**src/slr_pkg.sv**
```systemverilog
// shared types and constants for the stereo linear resampler
package slr_pkg;

  // field and register widths
  localparam int SMP_W   = 8;
  localparam int OUT_W   = 16;
  localparam int ENG_W   = 16;
  localparam int DEV_W   = 18;
  localparam int MAXF_W  = 13;
  localparam int PHASE_W = 18;
  localparam int FE_W    = 13;
  localparam int PROD_W  = SMP_W + PHASE_W;
  localparam int QUO_W   = 16;
  localparam int CIDX_W  = 2;

  // register indexes
  localparam logic [CIDX_W-1:0] REG_ENGINE_RATE = 2'd0;
  localparam logic [CIDX_W-1:0] REG_DEVICE_RATE = 2'd1;
  localparam logic [CIDX_W-1:0] REG_MAX_FRAMES  = 2'd2;

  // register reset values and limits
  localparam logic [ENG_W-1:0]  ENG_RESET  = 16'd13379;
  localparam logic [DEV_W-1:0]  DEV_RESET  = 18'd48000;
  localparam logic [MAXF_W-1:0] MAXF_RESET = 13'd4096;
  localparam logic [DEV_W-1:0]  DEV_MAX    = 18'd192000;

  // input beat
  typedef struct packed {
    logic signed [SMP_W-1:0] right_sample;
    logic signed [SMP_W-1:0] left_sample;
    logic                    frame_end;
  } in_t;

  // result beat
  typedef struct packed {
    logic signed [OUT_W-1:0] right_out;
    logic signed [OUT_W-1:0] left_out;
    logic                    run_last;
  } out_t;

  // commands from controller to datapath
  typedef struct packed {
    logic load_in;
    logic mul;
    logic div_start;
    logic push;
    logic push_last;
    logic capture;
    logic end_ivl;
    logic next_sec;
    logic fin;
  } cmd_t;

  // status from datapath to controller
  typedef struct packed {
    logic have_held;
    logic last;
    logic sec;
    logic emit_ok;
    logic out_free;
    logic pend_valid;
    logic div_busy;
  } stat_t;

endpackage

```
**src/stereo_linear_resampler.sv**
```systemverilog
// top level: configuration registers, controller and datapath
// Converts signed 8-bit stereo input beats into 16-bit stereo result beats by
// linear interpolation between successive samples of a frame; frame_end marks
// the last sample of a frame, which is held across its interval, and run_last
// flags the final result caused by each input beat. One input beat is worked
// on at a time, and the next beat is taken only after all results caused by
// the current one (0 to 32) are worked out, later still while out_stall holds a
// result back; that work is set mostly by the 16-step serial divider that
// both channels run in parallel for every result. A result may still wait in
// the output register while the next input beat is taken. Configuration writes
// are always ready; a write that would leave device_rate above 16 times
// engine_rate, device_rate zero or above 192000, engine_rate zero or
// max_frames zero is dropped, as is a write to an unknown index.
module stereo_linear_resampler (
  input  logic                        clk,
  input  logic                        rst_n,
  input  logic                        in_valid,
  output logic                        in_stall,
  input  slr_pkg::in_t                in_data,
  output logic                        out_valid,
  input  logic                        out_stall,
  output slr_pkg::out_t               out_data,
  input  logic                        cfg_valid,
  output logic                        cfg_ready,
  input  logic [slr_pkg::CIDX_W-1:0]  cfg_index,
  input  logic [31:0]                 cfg_data
);
  import slr_pkg::*;

  logic [ENG_W-1:0]  eng_r, eng_nxt;
  logic [DEV_W-1:0]  dev_r, dev_nxt;
  logic [MAXF_W-1:0] maxf_r, maxf_nxt;
  logic [ENG_W-1:0]  wr_eng;
  logic [DEV_W-1:0]  wr_dev;
  logic [MAXF_W-1:0] wr_maxf;
  cmd_t              cmd;
  stat_t             stat;

  assign cfg_ready = 1'b1;
  assign wr_eng    = cfg_data[ENG_W-1:0];
  assign wr_dev    = cfg_data[DEV_W-1:0];
  assign wr_maxf   = cfg_data[MAXF_W-1:0];

  // register writes with rate ratio check
  always_comb begin
    eng_nxt  = eng_r;
    dev_nxt  = dev_r;
    maxf_nxt = maxf_r;
    if (cfg_valid && cfg_ready) begin
      unique case (cfg_index)
        REG_ENGINE_RATE: begin
          if (wr_eng != '0 && {2'b00, dev_r} <= {wr_eng, 4'b0000}) begin
            eng_nxt = wr_eng;
          end
        end
        REG_DEVICE_RATE: begin
          if (wr_dev != '0 && wr_dev <= DEV_MAX && {2'b00, wr_dev} <= {eng_r, 4'b0000}) begin
            dev_nxt = wr_dev;
          end
        end
        REG_MAX_FRAMES: begin
          if (wr_maxf != '0) begin
            maxf_nxt = wr_maxf;
          end
        end
        default: begin
        end
      endcase
    end
  end

  always_ff @(posedge clk) begin
    if (!rst_n) begin
      eng_r  <= ENG_RESET;
      dev_r  <= DEV_RESET;
      maxf_r <= MAXF_RESET;
    end else begin
      eng_r  <= eng_nxt;
      dev_r  <= dev_nxt;
      maxf_r <= maxf_nxt;
    end
  end

  slr_ctrl u_ctrl (
    .clk      (clk),
    .rst_n    (rst_n),
    .in_valid (in_valid),
    .in_stall (in_stall),
    .cmd      (cmd),
    .stat     (stat)
  );

  slr_dpath u_dpath (
    .clk        (clk),
    .rst_n      (rst_n),
    .in_data    (in_data),
    .eng_rate   (eng_r),
    .dev_rate   (dev_r),
    .max_frames (maxf_r),
    .cmd        (cmd),
    .stat       (stat),
    .out_valid  (out_valid),
    .out_stall  (out_stall),
    .out_data   (out_data)
  );

endmodule

```
**src/slr_div.sv**
```systemverilog
// restoring serial divider lane, one quotient bit per cycle
module slr_div (
  input  logic                        clk,
  input  logic                        rst_n,
  input  logic                        start,
  input  logic [slr_pkg::DEV_W-1:0]   dvd_hi,
  input  logic [slr_pkg::SMP_W-1:0]   dvd_lo,
  input  logic [slr_pkg::DEV_W-1:0]   dvs,
  output logic                        busy,
  output logic [slr_pkg::QUO_W-1:0]   quo
);
  import slr_pkg::*;

  localparam int CNT_W = $clog2(QUO_W);

  logic [DEV_W-1:0] rem_r, rem_nxt;
  logic [QUO_W-1:0] sh_r, sh_nxt;
  logic [CNT_W-1:0] cnt_r, cnt_nxt;
  logic             busy_r, busy_nxt;
  logic [DEV_W:0]   trial;
  logic [DEV_W:0]   diff;

  // one trial subtract per cycle
  assign trial = {rem_r, sh_r[QUO_W-1]};
  assign diff  = trial - {1'b0, dvs};

  always_comb begin
    rem_nxt  = rem_r;
    sh_nxt   = sh_r;
    cnt_nxt  = cnt_r;
    busy_nxt = busy_r;
    if (start) begin
      rem_nxt  = dvd_hi;
      sh_nxt   = {dvd_lo, {(QUO_W-SMP_W){1'b0}}};
      cnt_nxt  = CNT_W'(QUO_W - 1);
      busy_nxt = 1'b1;
    end else if (busy_r) begin
      if (trial >= {1'b0, dvs}) begin
        rem_nxt = diff[DEV_W-1:0];
        sh_nxt  = {sh_r[QUO_W-2:0], 1'b1};
      end else begin
        rem_nxt = trial[DEV_W-1:0];
        sh_nxt  = {sh_r[QUO_W-2:0], 1'b0};
      end
      cnt_nxt = cnt_r - 1'b1;
      if (cnt_r == '0) begin
        busy_nxt = 1'b0;
      end
    end
  end

  // control state
  always_ff @(posedge clk) begin
    if (!rst_n) begin
      busy_r <= 1'b0;
      cnt_r  <= '0;
    end else begin
      busy_r <= busy_nxt;
      cnt_r  <= cnt_nxt;
    end
  end

  // working registers
  always_ff @(posedge clk) begin
    rem_r <= rem_nxt;
    sh_r  <= sh_nxt;
  end

  assign busy = busy_r;
  assign quo  = sh_r;

endmodule

```
**src/slr_dpath.sv**
```systemverilog
// resampler datapath: frame state, phase, products, dividers, result registers
module slr_dpath (
  input  logic                         clk,
  input  logic                         rst_n,
  input  slr_pkg::in_t                 in_data,
  input  logic [slr_pkg::ENG_W-1:0]    eng_rate,
  input  logic [slr_pkg::DEV_W-1:0]    dev_rate,
  input  logic [slr_pkg::MAXF_W-1:0]   max_frames,
  input  slr_pkg::cmd_t                cmd,
  output slr_pkg::stat_t               stat,
  output logic                         out_valid,
  input  logic                         out_stall,
  output slr_pkg::out_t                out_data
);
  import slr_pkg::*;

  // current beat and interval select
  logic signed [SMP_W-1:0] cur_r_r, cur_l_r;
  logic                    last_r;
  logic                    sec_r, sec_nxt;

  // frame state
  logic signed [SMP_W-1:0] held_r_r, held_r_nxt, held_l_r, held_l_nxt;
  logic                    have_held_r, have_held_nxt;
  logic [PHASE_W-1:0]      phase_r, phase_nxt;
  logic [FE_W-1:0]         fe_r, fe_nxt;

  // products and signs
  logic [PROD_W-1:0]       prod_r_r, prod_l_r;
  logic                    neg_r_r, neg_l_r;
  logic signed [SMP_W-1:0] s0_r_r, s0_l_r;

  // result registers
  out_t                    pend_r;
  logic                    pend_valid_r, pend_valid_nxt;
  out_t                    out_r;
  logic                    out_valid_r, out_valid_nxt;

  logic signed [SMP_W-1:0] s0_r, s0_l;
  logic signed [SMP_W:0]   dif_r, dif_l;
  logic [SMP_W:0]          mag_r, mag_l;
  logic [QUO_W-1:0]        quo_r, quo_l;
  logic                    busy_r, busy_l;
  logic [QUO_W-1:0]        part_r, part_l;
  logic [OUT_W-1:0]        res_r, res_l;
  logic [PHASE_W:0]        phase_sum;
  logic                    out_free;

  // interval endpoints: blend held toward current, or hold current
  assign s0_r  = sec_r ? cur_r_r : held_r_r;
  assign s0_l  = sec_r ? cur_l_r : held_l_r;
  assign dif_r = {cur_r_r[SMP_W-1], cur_r_r} - {s0_r[SMP_W-1], s0_r};
  assign dif_l = {cur_l_r[SMP_W-1], cur_l_r} - {s0_l[SMP_W-1], s0_l};
  assign mag_r = dif_r[SMP_W] ? (SMP_W+1)'(-dif_r) : dif_r;
  assign mag_l = dif_l[SMP_W] ? (SMP_W+1)'(-dif_l) : dif_l;

  // magnitude times phase, registered ahead of the dividers
  always_ff @(posedge clk) begin
    if (cmd.mul) begin
      prod_r_r <= PROD_W'(mag_r[SMP_W-1:0]) * PROD_W'(phase_r);
      prod_l_r <= PROD_W'(mag_l[SMP_W-1:0]) * PROD_W'(phase_r);
      neg_r_r  <= dif_r[SMP_W];
      neg_l_r  <= dif_l[SMP_W];
      s0_r_r   <= s0_r;
      s0_l_r   <= s0_l;
    end
  end

  // dividend is product << 8, quotient bounded below 2^16
  slr_div u_div_r (
    .clk    (clk),
    .rst_n  (rst_n),
    .start  (cmd.div_start),
    .dvd_hi (prod_r_r[PROD_W-1:SMP_W]),
    .dvd_lo (prod_r_r[SMP_W-1:0]),
    .dvs    (dev_rate),
    .busy   (busy_r),
    .quo    (quo_r)
  );

  slr_div u_div_l (
    .clk    (clk),
    .rst_n  (rst_n),
    .start  (cmd.div_start),
    .dvd_hi (prod_l_r[PROD_W-1:SMP_W]),
    .dvd_lo (prod_l_r[SMP_W-1:0]),
    .dvs    (dev_rate),
    .busy   (busy_l),
    .quo    (quo_l)
  );

  // apply sign and add base sample in 16-bit scale
  assign part_r = neg_r_r ? QUO_W'(-quo_r) : quo_r;
  assign part_l = neg_l_r ? QUO_W'(-quo_l) : quo_l;
  assign res_r  = {s0_r_r, {(OUT_W-SMP_W){1'b0}}} + part_r;
  assign res_l  = {s0_l_r, {(OUT_W-SMP_W){1'b0}}} + part_l;

  assign phase_sum = {1'b0, phase_r} + {{(PHASE_W+1-ENG_W){1'b0}}, eng_rate};

  // frame state and phase updates
  always_comb begin
    sec_nxt       = sec_r;
    held_r_nxt    = held_r_r;
    held_l_nxt    = held_l_r;
    have_held_nxt = have_held_r;
    phase_nxt     = phase_r;
    fe_nxt        = fe_r;
    if (cmd.load_in) begin
      sec_nxt = !have_held_r;
    end
    if (cmd.next_sec) begin
      sec_nxt = 1'b1;
    end
    if (cmd.capture) begin
      phase_nxt = phase_sum[PHASE_W-1:0];
      fe_nxt    = fe_r + 1'b1;
    end
    if (cmd.end_ivl) begin
      phase_nxt = (phase_r >= dev_rate) ? phase_r - dev_rate : '0;
    end
    if (cmd.fin) begin
      if (last_r) begin
        fe_nxt        = '0;
        have_held_nxt = 1'b0;
        held_r_nxt    = '0;
        held_l_nxt    = '0;
      end else begin
        have_held_nxt = 1'b1;
        held_r_nxt    = cur_r_r;
        held_l_nxt    = cur_l_r;
      end
    end
  end

  // result staging: pending result waits until its run_last is known
  assign out_free = !out_valid_r || !out_stall;

  always_comb begin
    pend_valid_nxt = pend_valid_r;
    out_valid_nxt  = out_valid_r;
    if (!out_stall) begin
      out_valid_nxt = 1'b0;
    end
    if (cmd.push) begin
      out_valid_nxt  = 1'b1;
      pend_valid_nxt = 1'b0;
    end
    if (cmd.capture) begin
      pend_valid_nxt = 1'b1;
    end
  end

  always_ff @(posedge clk) begin
    if (!rst_n) begin
      sec_r        <= 1'b0;
      held_r_r     <= '0;
      held_l_r     <= '0;
      have_held_r  <= 1'b0;
      phase_r      <= '0;
      fe_r         <= '0;
      pend_valid_r <= 1'b0;
      out_valid_r  <= 1'b0;
    end else begin
      sec_r        <= sec_nxt;
      held_r_r     <= held_r_nxt;
      held_l_r     <= held_l_nxt;
      have_held_r  <= have_held_nxt;
      phase_r      <= phase_nxt;
      fe_r         <= fe_nxt;
      pend_valid_r <= pend_valid_nxt;
      out_valid_r  <= out_valid_nxt;
    end
  end

  // payload registers
  always_ff @(posedge clk) begin
    if (cmd.load_in) begin
      cur_r_r <= in_data.right_sample;
      cur_l_r <= in_data.left_sample;
      last_r  <= in_data.frame_end;
    end
    if (cmd.capture) begin
      pend_r.right_out <= res_r;
      pend_r.left_out  <= res_l;
      pend_r.run_last  <= 1'b0;
    end
    if (cmd.push) begin
      out_r.right_out <= pend_r.right_out;
      out_r.left_out  <= pend_r.left_out;
      out_r.run_last  <= cmd.push_last;
    end
  end

  // status back to the controller
  always_comb begin
    stat.have_held  = have_held_r;
    stat.last       = last_r;
    stat.sec        = sec_r;
    stat.emit_ok    = (phase_r < dev_rate) && (fe_r < max_frames);
    stat.out_free   = out_free;
    stat.pend_valid = pend_valid_r;
    stat.div_busy   = busy_r || busy_l;
  end

  assign out_valid = out_valid_r;
  assign out_data  = out_r;

endmodule

```
**src/slr_ctrl.sv**
```systemverilog
// resampler controller: walks intervals and outputs for one input beat
module slr_ctrl (
  input  logic           clk,
  input  logic           rst_n,
  input  logic           in_valid,
  output logic           in_stall,
  output slr_pkg::cmd_t  cmd,
  input  slr_pkg::stat_t stat
);
  import slr_pkg::*;

  typedef enum logic [8:0] {
    S_IDLE  = 9'b000000001,
    S_START = 9'b000000010,
    S_CHECK = 9'b000000100,
    S_MULT  = 9'b000001000,
    S_LOAD  = 9'b000010000,
    S_DIV   = 9'b000100000,
    S_PUSH  = 9'b001000000,
    S_ENDI  = 9'b010000000,
    S_FLUSH = 9'b100000000
  } state_t;

  state_t state_r, state_nxt;

  assign in_stall = (state_r != S_IDLE);

  // next state and commands
  always_comb begin
    state_nxt = state_r;
    cmd       = '0;
    unique case (state_r)
      S_IDLE: begin
        if (in_valid) begin
          cmd.load_in = 1'b1;
          state_nxt   = S_START;
        end
      end
      S_START: begin
        state_nxt = (stat.have_held || stat.last) ? S_CHECK : S_FLUSH;
      end
      S_CHECK: begin
        state_nxt = stat.emit_ok ? S_MULT : S_ENDI;
      end
      S_MULT: begin
        cmd.mul   = 1'b1;
        state_nxt = S_LOAD;
      end
      S_LOAD: begin
        cmd.div_start = 1'b1;
        state_nxt     = S_DIV;
      end
      S_DIV: begin
        if (!stat.div_busy) begin
          state_nxt = S_PUSH;
        end
      end
      // previous result goes out as not last, new one becomes pending
      S_PUSH: begin
        if (!stat.pend_valid || stat.out_free) begin
          cmd.push    = stat.pend_valid;
          cmd.capture = 1'b1;
          state_nxt   = S_CHECK;
        end
      end
      S_ENDI: begin
        cmd.end_ivl = 1'b1;
        if (!stat.sec && stat.last) begin
          cmd.next_sec = 1'b1;
          state_nxt    = S_CHECK;
        end else begin
          state_nxt = S_FLUSH;
        end
      end
      // final pending result carries run_last
      S_FLUSH: begin
        if (!stat.pend_valid || stat.out_free) begin
          cmd.push      = stat.pend_valid;
          cmd.push_last = 1'b1;
          cmd.fin       = 1'b1;
          state_nxt     = S_IDLE;
        end
      end
      default: begin
        state_nxt = S_IDLE;
      end
    endcase
  end

  always_ff @(posedge clk) begin
    if (!rst_n) begin
      state_r <= S_IDLE;
    end else begin
      state_r <= state_nxt;
    end
  end

endmodule

```
**config.mk**
```make
export PLATFORM = sky130hd
export DESIGN_NAME = stereo_linear_resampler
export DESIGN_NICKNAME = d
export VERILOG_FILES = /design/src/slr_pkg.sv /design/src/stereo_linear_resampler.sv /design/src/slr_div.sv /design/src/slr_dpath.sv /design/src/slr_ctrl.sv
export SDC_FILE = /design/constraint.sdc
export NUM_CORES = 1
export LEC_CHECK = 0
export BUFFER_PORTS_ARGS = -buffer_cell sky130_fd_sc_hd__clkbuf_2
export CAP_MARGIN = 40
export CORE_MARGIN = 2
export CORE_UTILIZATION = 30
export DETAILED_ROUTE_END_ITERATION = 12
export PLACE_DENSITY = 0.46
export SKIP_CTS_REPAIR_TIMING = 1
export SLEW_MARGIN = 20
export SYNTH_ARGS = -nofsm -noshare
export SYNTH_HDL_FRONTEND = slang
export SYNTH_SLANG_ARGS = --single-unit
```
**constraint.sdc**
```tcl
create_clock -name clk -period 25.1 [get_ports clk]
set_clock_uncertainty 0.15 [all_clocks]
set_input_delay 1.255 -clock clk [delete_from_list [all_inputs] [get_ports clk]]
set_output_delay 1.255 -clock clk [all_outputs]
set_load 0.01 [all_outputs]
```
==> flow_metrics.tcl <==
set metrics [dict create \
    status "complete, no violations" \
    grt-busiest-layer "met2" \
    drive_gt1_frac 0.0792 \
    avgSynthCellArea_um2 9.42 \
    synth_ff_type "edfxtp_1" \
    synth-seq-cells 337 \
    slew_violations 0 \
    antenna_cells 0 \
    required_ns 25.25 \
    clk_latency_ns 0.58 \
    die_w_um 311 \
    hp-class "reg -> reg" \
    stdcell_area_mm2 0.0317 \
    post-place-cells 4268 \
    period_needed_ns 8.81 \
    port_buffers 76 \
    synth.top_cells.by_area "edfxtp_1, fa_1, ha_1" \
    gr-total-overflow 0 \
    grt_usage 0.152 \
    final_cells 4347 \
    multi_input_area_mm2 0.0176 \
    routedWlPerCell_um 16.7 \
    holdWs_ns 0.268 \
    rsz0062_at_grt "no" \
    syn_nets 3489 \
    place_congestion 0.806 \
    path_clk_slew_ns 0.06 \
    finalPower_mw 1.54 \
    grt_pass1_vias 20600 \
    rr_startpoint "u_dpath.sec_r" \
    max_freq_mhz 114 \
    regArea_mm2 0.00879 \
    slowest_stage "dfxtp_1" \
    antenna_found_initial 0 \
    final_util 0.340 \
    crit_top_cell "fa_1" \
    core_mm2 0.0932 \
    drt_first_pass_iters 5 \
    post-route-period-util 0.351 \
    use_met1 0.210 \
    dieHeight_um 311 \
    dp_hpwl_um 55000 \
    synth-seq-area-share 0.312 \
    peakVddDrop_v 0.0000413 \
    cts_tree "yes" \
    cts_max_level 2 \
    fillerInstances 9577 \
    initial_utilization 0.303 \
    tightestPinTransition_ns 0.917 \
    clock_sinks 337 \
    synthCells 2993 \
    synth.top_cell.area_share 0.217 \
    arrival_ns 8.96 \
    final_nets 3555 \
    drtIter0Drc 1187 \
    grt_max_degree 76 \
    post-route-drc-count 0 \
    tns_ns 0 \
    critPathMaxStageDelay_ns 0.65 \
    areaGrowthSynthToFinish_pct 12.5 \
    synth_top_cell_by_area "edfxtp_1" \
    post-place-ws_ns 16.32 \
    met2_usage 0.251 \
    holdPathStages 0 \
    vias 20700 \
    reg2reg_to "u_dpath.prod_l_r[25]" \
    netlist_area_mm2 0.0282 \
    use_met3 0.0164 \
    rr_worst_depth 30 \
    max_cap_viol_count 0 \
    worst_hold_path.endpoint "u_dpath.out_data[9]" \
    die_area_mm2 0.0965 \
    antenna_left 0 \
    grt_pass1_wl_um 118000 \
    r2r_setup_slack_ns 16.29 \
    synthArstFlopShare 0 \
    wirelength_um 72800 \
    io_pins 92 \
    yosysWarnings 0 \
    critPathLaunchType "register" \
    synth_cell_type_count 81 \
    power_per_cell_area_mw_per_mm2 48.5 \
    crit_path_end_kind "register" \
    critPathMaxFanout 18 \
    clock_tree.root_cell "clkbuf_16" \
    cts_buffer_depth 3 \
    power.leakage_nw 13.2 \
    rows 112 \
    cts_made_buffers 42 \
    place_area_mm2 0.0303 \
    max_slew_margin 0.387 \
    timing.final.ws_setup_ns 16.29 \
    synth-edff-count 204 \
    vias_per_cell 4.77 \
    min_from "u_dpath.pend_r[9]" \
    setup_viol 0 \
    hold_viol_final 0 \
    crit_type "reg -> reg" \
]
[report_power, final]
group | switching (mW) | internal, mW
Combinational | 0.209 | 0.0965
Clock | 0.252 | 0.375
Sequential | 0.0111 | 0.594
Total | 0.472 | 1.06
[routing by layer]
metal	routed length (um)	vias up
met5	0	-
met4	1750	0
met3	2150	98
met2	33700	295
met1	35200	9972
li1	-	10400
[logic make-up after synthesis]
| logic type | after synthesis | synth area share |
|---|---|---|
| compound gates | 583 | 0.131 |
| flops | 337 | 0.312 |
| mux | 70 | 0.0252 |
| other cells | 1 | 0.000133 |
| simple gates | 904 | 0.164 |
| buf+inv | 489 | 0.0665 |
| xor+xnor | 169 | 0.0525 |
| fa+ha+maj | 440 | 0.248 |
[cell usage in the layout (no fill, tap or decap), types with 12 or more instances in the layout]
master / Yosys / final
a211oi_1: 12 / 12
a21o_1: 48 / 48
a21oi_1: 200 / 199
a31oi_1: 16 / 16
and2_1: 103 / 103
and3_1: 13 / 13
buf_4: 2 / 52
clkbuf_16: 0 / 46
clkbuf_2: 0 / 76
dfxtp_1: 133 / 133
edfxtp_1: 204 / 204
fa_1: 200 / 200
ha_1: 240 / 240
inv_1: 372 / 372
mux2i_1: 63 / 63
nand2_1: 205 / 205
nand2b_1: 64 / 64
nand3_1: 69 / 69
nand4_1: 23 / 23
nor2_1: 197 / 197
nor2b_1: 98 / 98
nor3_1: 42 / 42
nor3b_1: 21 / 20
nor4_1: 12 / 12
o211ai_1: 12 / 12
o21a_1: 48 / 48
o21ai_0: 108 / 108
o21bai_1: 14 / 14
o31ai_1: 26 / 26
or3_1: 17 / 17
xnor2_1: 109 / 107
xor2_1: 60 / 59
[sequential cells by signal, summed over array words and instances (netlist names), 16 cells and up]
| signal | flops |
|---|---|
| dev_r | 18 |
| eng_r | 16 |
| u_dpath.out_data | 33 |
| u_dpath.pend_r | 32 |
| u_dpath.phase_r | 18 |
| u_dpath.prod_l_r | 26 |
| u_dpath.prod_r_r | 26 |
| u_dpath.u_div_l.quo | 16 |
| u_dpath.u_div_l.rem_r | 18 |
| u_dpath.u_div_r.quo | 16 |
| u_dpath.u_div_r.rem_r | 18 |
[critical path, delay by kind of cell (launching register included)]
kind / cells / cell delay, ns
fa+ha+maj: 7 / 2.95
compound gates: 10 / 2.74
buf+inv: 6 / 0.76
flops: 1 / 0.65
simple gates: 3 / 0.56
xor+xnor: 3 / 0.44
mux: 1 / 0.27
[Yosys cell counts, types with 64 or more instances]
cell type	instances
clkbuf_1	93
fa_1	200
xnor2_1	109
dfxtp_1	133
nor2_1	197
nand3_1	69
o21ai_0	108
inv_1	372
ha_1	240
nand2_1	205
nand2b_1	64
nor2b_1	98
and2_1	103
a21oi_1	200
edfxtp_1	204
[area by class of cell]
| class | count | share of cell area |
|---|---|---|
| clock inverters | 20 | 0.00667 |
| flip-flops and latches | 337 | 0.277 |
| clock buffers | 58 | 0.0385 |
| inverters | 375 | 0.0444 |
| multi-input cells | 2167 | 0.555 |
| repair buffers | 136 | 0.0288 |
| well taps | 1254 | 0.0495 |
[worst max-delay path by stage]
stage                       start  slack (ns)                   end
global placement    u_dpath.sec_r       15.76  u_dpath.prod_r_r[23]
CTS                 u_dpath.sec_r       16.29  u_dpath.prod_r_r[22]
finish              u_dpath.sec_r       16.29  u_dpath.prod_l_r[25]
floorplan           u_dpath.sec_r       16.99  u_dpath.prod_l_r[25]
detailed placement  u_dpath.sec_r       16.32  u_dpath.prod_r_r[22]
global route        u_dpath.sec_r       15.72  u_dpath.prod_l_r[25]
Note: power is estimated with default switching activity, not from simulation.
